===== config.mk =====
export PLATFORM = sky130hd
export DESIGN_NAME = character_lcd_bus_sequencer_core
export DESIGN_NICKNAME = d
export VERILOG_FILES = /design/src/hdl/lbs_pkg.sv /design/src/hdl/lbs_fifo.sv /design/src/hdl/lbs_front.sv /design/src/hdl/lbs_back.sv /design/src/hdl/character_lcd_bus_sequencer_core.sv
export SDC_FILE = /design/constraint.sdc
export NUM_CORES = 1
export LEC_CHECK = 0
export BUFFER_PORTS_ARGS = -buffer_cell sky130_fd_sc_hd__buf_2
export CAP_MARGIN = 10
export CORE_ASPECT_RATIO = 1.2
export CORE_UTILIZATION = 30
export CTS_BUF_LIST = sky130_fd_sc_hd__clkbuf_2
export CTS_CLUSTER_DIAMETER = 150
export CTS_CLUSTER_SIZE = 25
export DETAILED_ROUTE_END_ITERATION = 10
export PLACE_DENSITY = 0.56
export SLEW_MARGIN = 20
export SYNTH_ARGS = -nofsm -noshare
export SYNTH_HDL_FRONTEND = slang
export SYNTH_SLANG_ARGS = --single-unit

===== constraint.sdc =====
create_clock -name i_clk -period 8.21 [get_ports i_clk]
set_input_delay 0.821 -clock i_clk [delete_from_list [all_inputs] [get_ports i_clk]]
set_output_delay 0.821 -clock i_clk [all_outputs]
set_load 0.01 [all_outputs]

===== src/hdl/lbs_pkg.sv =====
// Types and constants of the character LCD bus sequencer.
`default_nettype none
package lbs_pkg;

    // command codes
    localparam logic [1:0] CMD_INIT    = 2'd0;
    localparam logic [1:0] CMD_WR_INSTR = 2'd1;
    localparam logic [1:0] CMD_WR_DATA = 2'd2;
    localparam logic [1:0] CMD_SET_POS = 2'd3;

    // configuration register indexes
    localparam int NUM_CFG = 8;
    localparam logic [2:0] CFG_FOUR_BIT  = 3'd0;
    localparam logic [2:0] CFG_TWO_LINES = 3'd1;
    localparam logic [2:0] CFG_TALL_FONT = 3'd2;
    localparam logic [2:0] CFG_DISP_ON   = 3'd3;
    localparam logic [2:0] CFG_CURSOR_ON = 3'd4;
    localparam logic [2:0] CFG_BLINK_ON  = 3'd5;
    localparam logic [2:0] CFG_ADDR_INC  = 3'd6;
    localparam logic [2:0] CFG_DISP_SHIFT = 3'd7;
    // reset image, bit i is register i
    localparam logic [NUM_CFG-1:0] CFG_RESET = 8'b0100_1011;

    // bus constants
    localparam logic [6:0] IDLE_MS      = 7'd35;
    localparam logic [7:0] FUNC_SET_8   = 8'h38;
    localparam logic [7:0] FUNC_SET_4   = 8'h20;
    localparam logic [7:0] WAKE_NIBBLE  = 8'h20;
    localparam logic [7:0] DISP_CTRL    = 8'h08;
    localparam logic [7:0] CLEAR_DISP   = 8'h01;
    localparam logic [7:0] ENTRY_MODE   = 8'h04;
    localparam logic [7:0] DDRAM_ROW1   = 8'h80;
    localparam logic [7:0] DDRAM_ROW2   = 8'hC0;
    localparam logic [1:0] ROW_FIRST    = 2'd1;
    localparam logic [1:0] ROW_SECOND   = 2'd2;

    // init byte slots
    localparam logic [1:0] INIT_FUNC  = 2'd0;
    localparam logic [1:0] INIT_DISP  = 2'd1;
    localparam logic [1:0] INIT_CLEAR = 2'd2;
    localparam logic [1:0] INIT_ENTRY = 2'd3;

    typedef struct packed {
        logic four_bit_bus;
        logic two_lines;
        logic tall_font;
        logic display_on;
        logic cursor_on;
        logic blink_on;
        logic address_increment;
        logic display_shift;
    } t_cfg;

    // classified work item passed from front to back
    typedef struct packed {
        logic       is_init;
        logic       rs;
        logic [7:0] byte_val;
    } t_job;

    // one bus state
    typedef struct packed {
        logic       rs;
        logic       en;
        logic [7:0] data;
        logic [6:0] hold_ms;
        logic       last;
    } t_result;

    // settling delay after each init byte
    function automatic logic [1:0] init_extra(input logic [1:0] slot);
        logic [1:0] ext;
        case (slot)
            INIT_FUNC:  ext = 2'd1;
            INIT_DISP:  ext = 2'd1;
            INIT_CLEAR: ext = 2'd2;
            default:    ext = 2'd0;
        endcase
        return ext;
    endfunction

endpackage
`default_nettype wire


===== src/hdl/lbs_fifo.sv =====
// Small first-word-fall-through queue.
`default_nettype none
module lbs_fifo #(
    parameter int WIDTH = 10,
    parameter int DEPTH = 2
) (
    input  wire logic             i_clk,
    input  wire logic             i_rst_n,
    input  wire logic             i_push,
    input  wire logic [WIDTH-1:0] i_data,
    output logic                  o_full,
    input  wire logic             i_pop,
    output logic [WIDTH-1:0]      o_data,
    output logic                  o_empty
);
    localparam int AW = (DEPTH > 1) ? $clog2(DEPTH) : 1;
    localparam int CW = $clog2(DEPTH + 1);
    localparam logic [AW-1:0] LAST_PTR = AW'(DEPTH - 1);

    logic [WIDTH-1:0] r_mem [DEPTH];
    logic [AW-1:0]    r_wr, r_rd;
    logic [CW-1:0]    r_count, n_count;
    logic             do_push, do_pop;

    assign o_full  = (r_count == CW'(DEPTH));
    assign o_empty = (r_count == '0);
    assign do_push = i_push && !o_full;
    assign do_pop  = i_pop && !o_empty;
    assign o_data  = r_mem[r_rd];

    always_comb begin
        n_count = r_count;
        if (do_push && !do_pop) begin
            n_count = r_count + CW'(1);
        end else if (do_pop && !do_push) begin
            n_count = r_count - CW'(1);
        end
    end

    always_ff @(posedge i_clk) begin
        if (!i_rst_n) begin
            r_wr    <= '0;
            r_rd    <= '0;
            r_count <= '0;
        end else begin
            r_count <= n_count;
            if (do_push) begin
                r_wr <= (r_wr == LAST_PTR) ? '0 : r_wr + AW'(1);
            end
            if (do_pop) begin
                r_rd <= (r_rd == LAST_PTR) ? '0 : r_rd + AW'(1);
            end
        end
    end

    always_ff @(posedge i_clk) begin
        if (do_push) begin
            r_mem[r_wr] <= i_data;
        end
    end

endmodule
`default_nettype wire


===== src/hdl/lbs_front.sv =====
// Front end: classifies commands into byte or init jobs, drops bad positions.
`default_nettype none
module lbs_front
    import lbs_pkg::*;
#(
    parameter int COLUMNS = 16
) (
    input  wire logic [1:0] i_command,
    input  wire logic [7:0] i_data_byte,
    input  wire logic [1:0] i_row,
    input  wire logic [4:0] i_column,
    output t_job            o_job,
    output logic            o_job_valid
);
    logic       pos_ok;
    logic [7:0] pos_byte;

    // column 0 is out of range as well
    assign pos_ok = ((i_row == ROW_FIRST) || (i_row == ROW_SECOND)) &&
                    (i_column != 5'd0) && (6'(i_column) <= 6'(COLUMNS));
    assign pos_byte = ((i_row == ROW_FIRST) ? DDRAM_ROW1 : DDRAM_ROW2) +
                      8'(i_column) - 8'd1;

    always_comb begin
        o_job       = '0;
        o_job_valid = 1'b1;
        case (i_command)
            CMD_INIT: begin
                o_job.is_init = 1'b1;
            end
            CMD_WR_INSTR: begin
                o_job.byte_val = i_data_byte;
            end
            CMD_WR_DATA: begin
                o_job.rs       = 1'b1;
                o_job.byte_val = i_data_byte;
            end
            default: begin
                o_job.byte_val = pos_byte;
                o_job_valid    = pos_ok;
            end
        endcase
    end

endmodule
`default_nettype wire


===== src/hdl/lbs_back.sv =====
// Back end: steps through the bus states of one job, one state per cycle while the result queue has room.
`default_nettype none
module lbs_back
    import lbs_pkg::*;
#(
    parameter int PULSE_MS = 5
) (
    input  wire logic    i_clk,
    input  wire logic    i_rst_n,
    input  wire t_cfg    i_cfg,
    input  wire t_job    i_job,
    input  wire logic    i_job_valid,
    output logic         o_job_pop,
    input  wire logic    i_res_full,
    output logic         o_res_push,
    output t_result      o_res
);
    localparam logic [6:0] PULSE = 7'(PULSE_MS);

    logic [4:0] r_step;
    logic [7:0] r_data_level;

    logic [4:0] s;
    logic [1:0] slot, p, extra;
    logic [7:0] byte_sel, init_byte;
    logic       ph_final;
    logic       four;

    assign four = i_cfg.four_bit_bus;

    always_comb begin
        // index into the byte slots of the init sequence
        s = four ? (r_step - 5'd3) : (r_step - 5'd1);
        if (i_job.is_init) begin
            slot = four ? s[3:2] : s[2:1];
            p    = four ? s[1:0] : {1'b0, s[0]};
        end else begin
            slot = INIT_FUNC;
            p    = four ? r_step[1:0] : {1'b0, r_step[0]};
        end

        case (slot)
            INIT_FUNC:  init_byte = four ? (FUNC_SET_4 | {4'd0, i_cfg.two_lines,
                                                          i_cfg.tall_font, 2'd0})
                                         : FUNC_SET_8;
            INIT_DISP:  init_byte = DISP_CTRL | {5'd0, i_cfg.display_on,
                                                 i_cfg.cursor_on, i_cfg.blink_on};
            INIT_CLEAR: init_byte = CLEAR_DISP;
            default:    init_byte = ENTRY_MODE | {6'd0, i_cfg.address_increment,
                                                  i_cfg.display_shift};
        endcase

        byte_sel = i_job.is_init ? init_byte : i_job.byte_val;
        extra    = i_job.is_init ? init_extra(slot) : 2'd0;
        ph_final = four ? (p == 2'd3) : p[0];

        o_res    = '0;
        o_res.en = ~p[0];
        o_res.data = four ? (p[1] ? {byte_sel[3:0], 4'd0} : {byte_sel[7:4], 4'd0})
                          : byte_sel;
        o_res.hold_ms = PULSE + (ph_final ? 7'(extra) : 7'd0);
        o_res.rs   = i_job.is_init ? 1'b0 : i_job.rs;
        o_res.last = ph_final && (!i_job.is_init || slot == INIT_ENTRY);

        if (i_job.is_init && r_step == 5'd0) begin
            // idle state, pins hold their last level
            o_res.en      = 1'b0;
            o_res.data    = r_data_level;
            o_res.hold_ms = four ? IDLE_MS : {IDLE_MS[5:0], 1'b0};
            o_res.last    = 1'b0;
        end else if (i_job.is_init && four && r_step <= 5'd2) begin
            // lone wake-up nibble
            o_res.en      = (r_step == 5'd1);
            o_res.data    = WAKE_NIBBLE;
            o_res.hold_ms = PULSE;
            o_res.last    = 1'b0;
        end
    end

    assign o_res_push = i_job_valid && !i_res_full;
    assign o_job_pop  = o_res_push && o_res.last;

    always_ff @(posedge i_clk) begin
        if (!i_rst_n) begin
            r_step       <= '0;
            r_data_level <= '0;
        end else if (o_res_push) begin
            r_step       <= o_res.last ? 5'd0 : r_step + 5'd1;
            r_data_level <= o_res.data;
        end
    end

endmodule
`default_nettype wire


===== src/hdl/character_lcd_bus_sequencer_core.sv =====
// Top level of the character LCD bus sequencer.
// Takes LCD commands (init, instruction write, data write, set position) on a
// push/full queue port and gives timed bus states (RS, EN, D7..D0, hold time in
// ms, last flag) on an empty/pop queue port. A front end classifies each item
// and drops out-of-range positions (row not 1-2, column 0 or above COLUMNS),
// which give no bus states. A two-entry job queue feeds the back-end
// sequencer, which emits one bus state per clock into a two-entry result
// queue while that queue has room, so items are accepted while results still
// wait. A byte write gives 4 bus states in 4-bit mode and 2 in 8-bit mode;
// init gives 19 in 4-bit mode and 9 in 8-bit mode. An accepted item is
// registered in the job queue, and its first bus state is then registered in
// the result queue once the items ahead of it are done and the queue has room;
// it can be popped from there.
// Configuration registers are written on the plain write port and must only
// change while the block is idle; writes use the bus mode selected now.
`default_nettype none
module character_lcd_bus_sequencer_core
    import lbs_pkg::*;
#(
    parameter int PULSE_MS = 5,
    parameter int COLUMNS  = 16
) (
    input  wire logic       i_clk,
    input  wire logic       i_rst_n,
    // command queue
    input  wire logic       i_push,
    output logic            o_full,
    input  wire logic [1:0] i_command,
    input  wire logic [7:0] i_data_byte,
    input  wire logic [1:0] i_row,
    input  wire logic [4:0] i_column,
    // bus state queue
    output logic            o_empty,
    input  wire logic       i_pop,
    output logic            o_rs_pin,
    output logic            o_en_pin,
    output logic [7:0]      o_data_pins,
    output logic [6:0]      o_hold_ms,
    output logic            o_last,
    // configuration
    input  wire logic       i_cfg_we,
    input  wire logic [2:0] i_cfg_idx,
    input  wire logic [0:0] i_cfg_data
);
    localparam int JOB_W = $bits(t_job);
    localparam int RES_W = $bits(t_result);

    logic [NUM_CFG-1:0] r_cfg;
    t_cfg               cfg;

    t_job    fr_job, q_job;
    logic    fr_valid, jq_full, jq_empty, jq_pop;
    t_result bk_res, rq_res;
    logic    rq_full, bk_push;

    // config registers, bit i is register i
    always_ff @(posedge i_clk) begin
        if (!i_rst_n) begin
            r_cfg <= CFG_RESET;
        end else if (i_cfg_we) begin
            r_cfg[i_cfg_idx] <= i_cfg_data[0];
        end
    end

    always_comb begin
        cfg.four_bit_bus      = r_cfg[CFG_FOUR_BIT];
        cfg.two_lines         = r_cfg[CFG_TWO_LINES];
        cfg.tall_font         = r_cfg[CFG_TALL_FONT];
        cfg.display_on        = r_cfg[CFG_DISP_ON];
        cfg.cursor_on         = r_cfg[CFG_CURSOR_ON];
        cfg.blink_on          = r_cfg[CFG_BLINK_ON];
        cfg.address_increment = r_cfg[CFG_ADDR_INC];
        cfg.display_shift     = r_cfg[CFG_DISP_SHIFT];
    end

    // front: classify the item
    lbs_front #(
        .COLUMNS (COLUMNS)
    ) u_front (
        .i_command   (i_command),
        .i_data_byte (i_data_byte),
        .i_row       (i_row),
        .i_column    (i_column),
        .o_job       (fr_job),
        .o_job_valid (fr_valid)
    );

    // job queue; a dropped item is accepted but never enqueued
    assign o_full = jq_full;

    lbs_fifo #(
        .WIDTH (JOB_W),
        .DEPTH (2)
    ) u_job_q (
        .i_clk   (i_clk),
        .i_rst_n (i_rst_n),
        .i_push  (i_push && fr_valid),
        .i_data  (fr_job),
        .o_full  (jq_full),
        .i_pop   (jq_pop),
        .o_data  (q_job),
        .o_empty (jq_empty)
    );

    // back: sequence bus states
    lbs_back #(
        .PULSE_MS (PULSE_MS)
    ) u_back (
        .i_clk       (i_clk),
        .i_rst_n     (i_rst_n),
        .i_cfg       (cfg),
        .i_job       (q_job),
        .i_job_valid (!jq_empty),
        .o_job_pop   (jq_pop),
        .i_res_full  (rq_full),
        .o_res_push  (bk_push),
        .o_res       (bk_res)
    );

    // result queue
    lbs_fifo #(
        .WIDTH (RES_W),
        .DEPTH (2)
    ) u_res_q (
        .i_clk   (i_clk),
        .i_rst_n (i_rst_n),
        .i_push  (bk_push),
        .i_data  (bk_res),
        .o_full  (rq_full),
        .i_pop   (i_pop),
        .o_data  (rq_res),
        .o_empty (o_empty)
    );

    assign o_rs_pin    = rq_res.rs;
    assign o_en_pin    = rq_res.en;
    assign o_data_pins = rq_res.data;
    assign o_hold_ms   = rq_res.hold_ms;
    assign o_last      = rq_res.last;

endmodule
`default_nettype wire


==> metrics.md <==
| Metric | Value |
|---|---|
| Status | completed |
| Clock Path Buffers | 2 |
| # DRC | 0 |
| Crit-path cells | inv_1 -> ha_1 -> a211oi_4 -> xnor2_2 -> a211oi_2 -> mux2_1 -> a222oi_1 -> o31ai_1 |
| ANT cells | 0 |
| Reg power frac | 47.9% |
| Total CTS buffers | 9 |
| Clock latency on the worst-skew pair | around 560 ps |
| Final Hold Fails | 0 |
| Clock network fraction of design power | between 10% and 20% |
| Peak fanout along the critical path | 21 |
| Drt pass-1 iters | 4 |
| Total power | 0.00127 W |
| Max Slew Vio Count | 0 |
| First-pass GRT wire length | 14,400 um |
| Drt total wl | roughly 8700 um |
| Hold depth | 2 |
| Fmax | 0.265 GHz |
| Vias in the first global route | 2,838 |
| R2R depth | 8 |
| Die W | 110 um |
| Yosys warning total | 0 |
| Final WS setup | 4440 ps |
| Layout cells sized above 1 | a little over a fifth |
| Reg-to-reg critical path endpoint | u_res_q.r_mem[0][9] |
| Int Pwr | slightly above 0.0008 W |
| Core Region | 13,800 sq um |
| Leak | 1.75 nW |
| Vias per std cell | 4.96 |
| Layout area overhead | 11.2% |
| Switching pwr | between 0.0004 and 0.0005 W |
| Max-Cap Viols | 0 |
| Worst Tran Pin Value | 1010 ps |
| H-tree depth | 3 |
| CP delay by family, top | compound AO/OA/AOI/OAI gates |
| CP required | 8530 ps |
| Via Count | 2,941 |
| CTS clk-pin slew, worst paths | between 200 and 300 ps |
| CP Capture Type | flop |
| CP Launch Type | flop |
| Post-CTS Repair Setup Buffers | 0 |
| Hold Startpoint | u_back.r_data_level[1] |
| CP Buf/Inv Count | 1 |
| RSZ-0062 raised after global routing | no |
| Critical path class | reg2reg |
| Antenna-violating nets left | 0 |
| CP max stage delay | around 840 ps |
| Clock tree sinks | 85 |
| Yosys cell types | 59 |
| Register area share after synthesis | 53.0% |
| Initial Util | a little under a third |
| Post-synth top flop | edfxtp_1 |
| DP HPWL | 6450 um |
| IR drop worst, VDD | roughly 0.12 mV |
| Async SR Flop Fraction | 0% |
| PortBufs | 44 |
| Number of synthesized flops with an enable pin | 54 |
| Clock period minus final worst setup slack | 3770 ps |
| Pwr per Cell Area | 270 nW/um^2 |
| Initial antenna violation count | 0 |
| Worst slew margin | 30.7% |
| Pre-CTS setup slack | ~4500 ps |
| Largest net degree at the start of global routing | 35 |
| CP startpoint | r_cfg[0] |
| Critical path arrival | 4090 ps |
| Die Area | 14,600 sq um |
| Row cnt | 47 |
| Fin crit share | 45.9% |
| CTS resizes | 0 |
| Switching share of power | 36.0% |
| TritonCTS clock tree | done |
| # IOs | 46 |
| Mapped cell area | approximately 4200 sq um |
| Cells after Synth | roughly 380 |
| Routability cong. | around 0.83 |
| Combinational share of power | approximately a third |
| Setup TNS Final | 0 ps |
| Reg2Reg Setup Slack | roughly 4400 ps |
| Skew final | 30.2 ps |
| Worst r2r src | r_cfg[0] |
| Initial drt markers | 148 |
| CTS Root Cell | clkbuf_2 |
| Syn_nets | 419 |
| Die H | 132 um |
| Hold_buf cts | 0 |
| GRT Total Usage | 12.6% |
| CP max-delay cell | dfxtp_1 |
| Finish-stage setup viols | 0 |
| Routed wire length per instance | 14.7 um |
| Hold endpoint | u_back.r_data_level[1] |
| Hold crit path type | reg2reg |
| Syn Area/Cell | roughly 11 sq um |
| Final net count | roughly 460 |
| Global route overflow | 0 |
| FF+latch count, synth | 85 |
synth_stat cells (5+ instances only):
master / instances / share of area (%)
mux2_2: 19 / 5.1
inv_1: 13 / 1.2
nand3_1: 13 / 1.5
clkbuf_1: 9 / 0.80
o21ai_0: 18 / 2.1
nor2_1: 21 / 1.9
edfxtp_1: 54 / 38
mux2i_1: 14 / 3.3
xnor2_1: 7 / 1.4
nand4_1: 6 / 0.89
or3_1: 5 / 0.74
and2_1: 10 / 1.5
nor2b_1: 12 / 1.8
o22ai_1: 6 / 0.89
xor2_1: 8 / 1.7
nand2_1: 36 / 3.2
nor3_1: 6 / 0.71
ha_1: 14 / 4.1
a21oi_1: 7 / 0.83
dfxtp_1: 31 / 15
worst register-to-register path: cells and delay by family, from the launching register on:
family,cells,cell delay [ps]
flip-flops,1,840
buffers and inverters,1,270
XOR/XNOR,1,140
AO/OA/AOI/OAI,4,1530
adder cells (fa/ha/maj),1,400
multiplexers,1,370
layer usage:
metal  GRT usage [%]  up-vias  wire, um  share of wire (%)
met3            2.99       21       370                4.3
met1            15.2     1381      3860                 44
met4            6.22        0       259                3.0
met5               0        -         0                  0
li1                -     1461         -                  -
met2            20.9       78      4200                 48
power groups by stage:
| stage | clock network, W | registers, W | logic, W |
|---|---|---|---|
| finish | 0.000217 | 0.000608 | 0.000446 |
| global route | 0.000244 | 0.000621 | 0.000497 |
| CTS | 0.000225 | 0.000611 | 0.000453 |
| detailed placement | 0 | 0.000620 | 0.000450 |
| global placement | 0 | 0.000617 | 0.000444 |
| floorplan | 0 | 0.000593 | 0.000341 |
layout make-up:
cell class / count / area [sq um]
sequential: 85 / 2240
fill: 1426 / 9050
clock inverter: 7 / 72.6
tap: 171 / 214
timing repair buffer: 45 / 228
inverter: 14 / 52.6
clock buffer: 9 / 45.0
multi-input combinational: 262 / 1850
metrics by stage:
step	utilization [%]	hold slack, ps	cells	cell area, sq um
final	34.2	496	593	4710
after global routing	34.2	509	593	4710
after CTS	34.2	491	593	4710
after detailed placement	33.4	463	577	4590
after global placement	33.4	454	577	4590
after floorplan	-	445	378	4230
sequential cells by signal (all words and copies together) (netlist names), named ones only:
signal,cells
u_job_q.r_rd,1
u_job_q.r_mem,20
u_res_q.r_mem,34
u_job_q.r_wr,1
r_cfg,8
u_res_q.r_wr,1
u_res_q.r_count,2
u_job_q.r_count,2
u_res_q.r_rd,1
u_back.r_step,5
u_back.r_data_level,8
cells by family (layout without fill, tap and decap cells):
kind of cell / Yosys count / count (layout) / share of synthesized area (%)
AO/OA/AOI/OAI: 71 / 71 / 12.1
AND/OR/NAND/NOR: 125 / 125 / 14.9
buffers and inverters: 31 / 75 / 3.22
flip-flops: 85 / 85 / 53.0
adder cells (fa/ha/maj): 15 / 15 / 4.61
other: 1 / 1 / 0.0886
multiplexers: 34 / 34 / 8.63
XOR/XNOR: 16 / 16 / 3.49
layout by cell type (no fill, tap or decap), drive strengths merged, types with 12 or more instances in the layout:
cell type	n
mux2i	14
nor2b	12
ha	14
edfxtp	54
inv	17
dfxtp	31
o21ai	20
nor2	22
buf	45
nand3	13
nand2	36
mux2	20
worst max-delay path by stage:
stage	slack, ps	depth (start not counted)	end
detailed placement	4500	8	u_res_q.r_mem[1][9]
global route	4240	8	u_res_q.r_mem[0][9]
floorplan	4970	12	u_job_q.r_count[1]
CTS	4490	8	u_res_q.r_mem[0][9]
finish	4440	8	u_res_q.r_mem[0][9]
global placement	4610	8	u_res_q.r_mem[0][9]
Power figures use the tool's default switching activity.
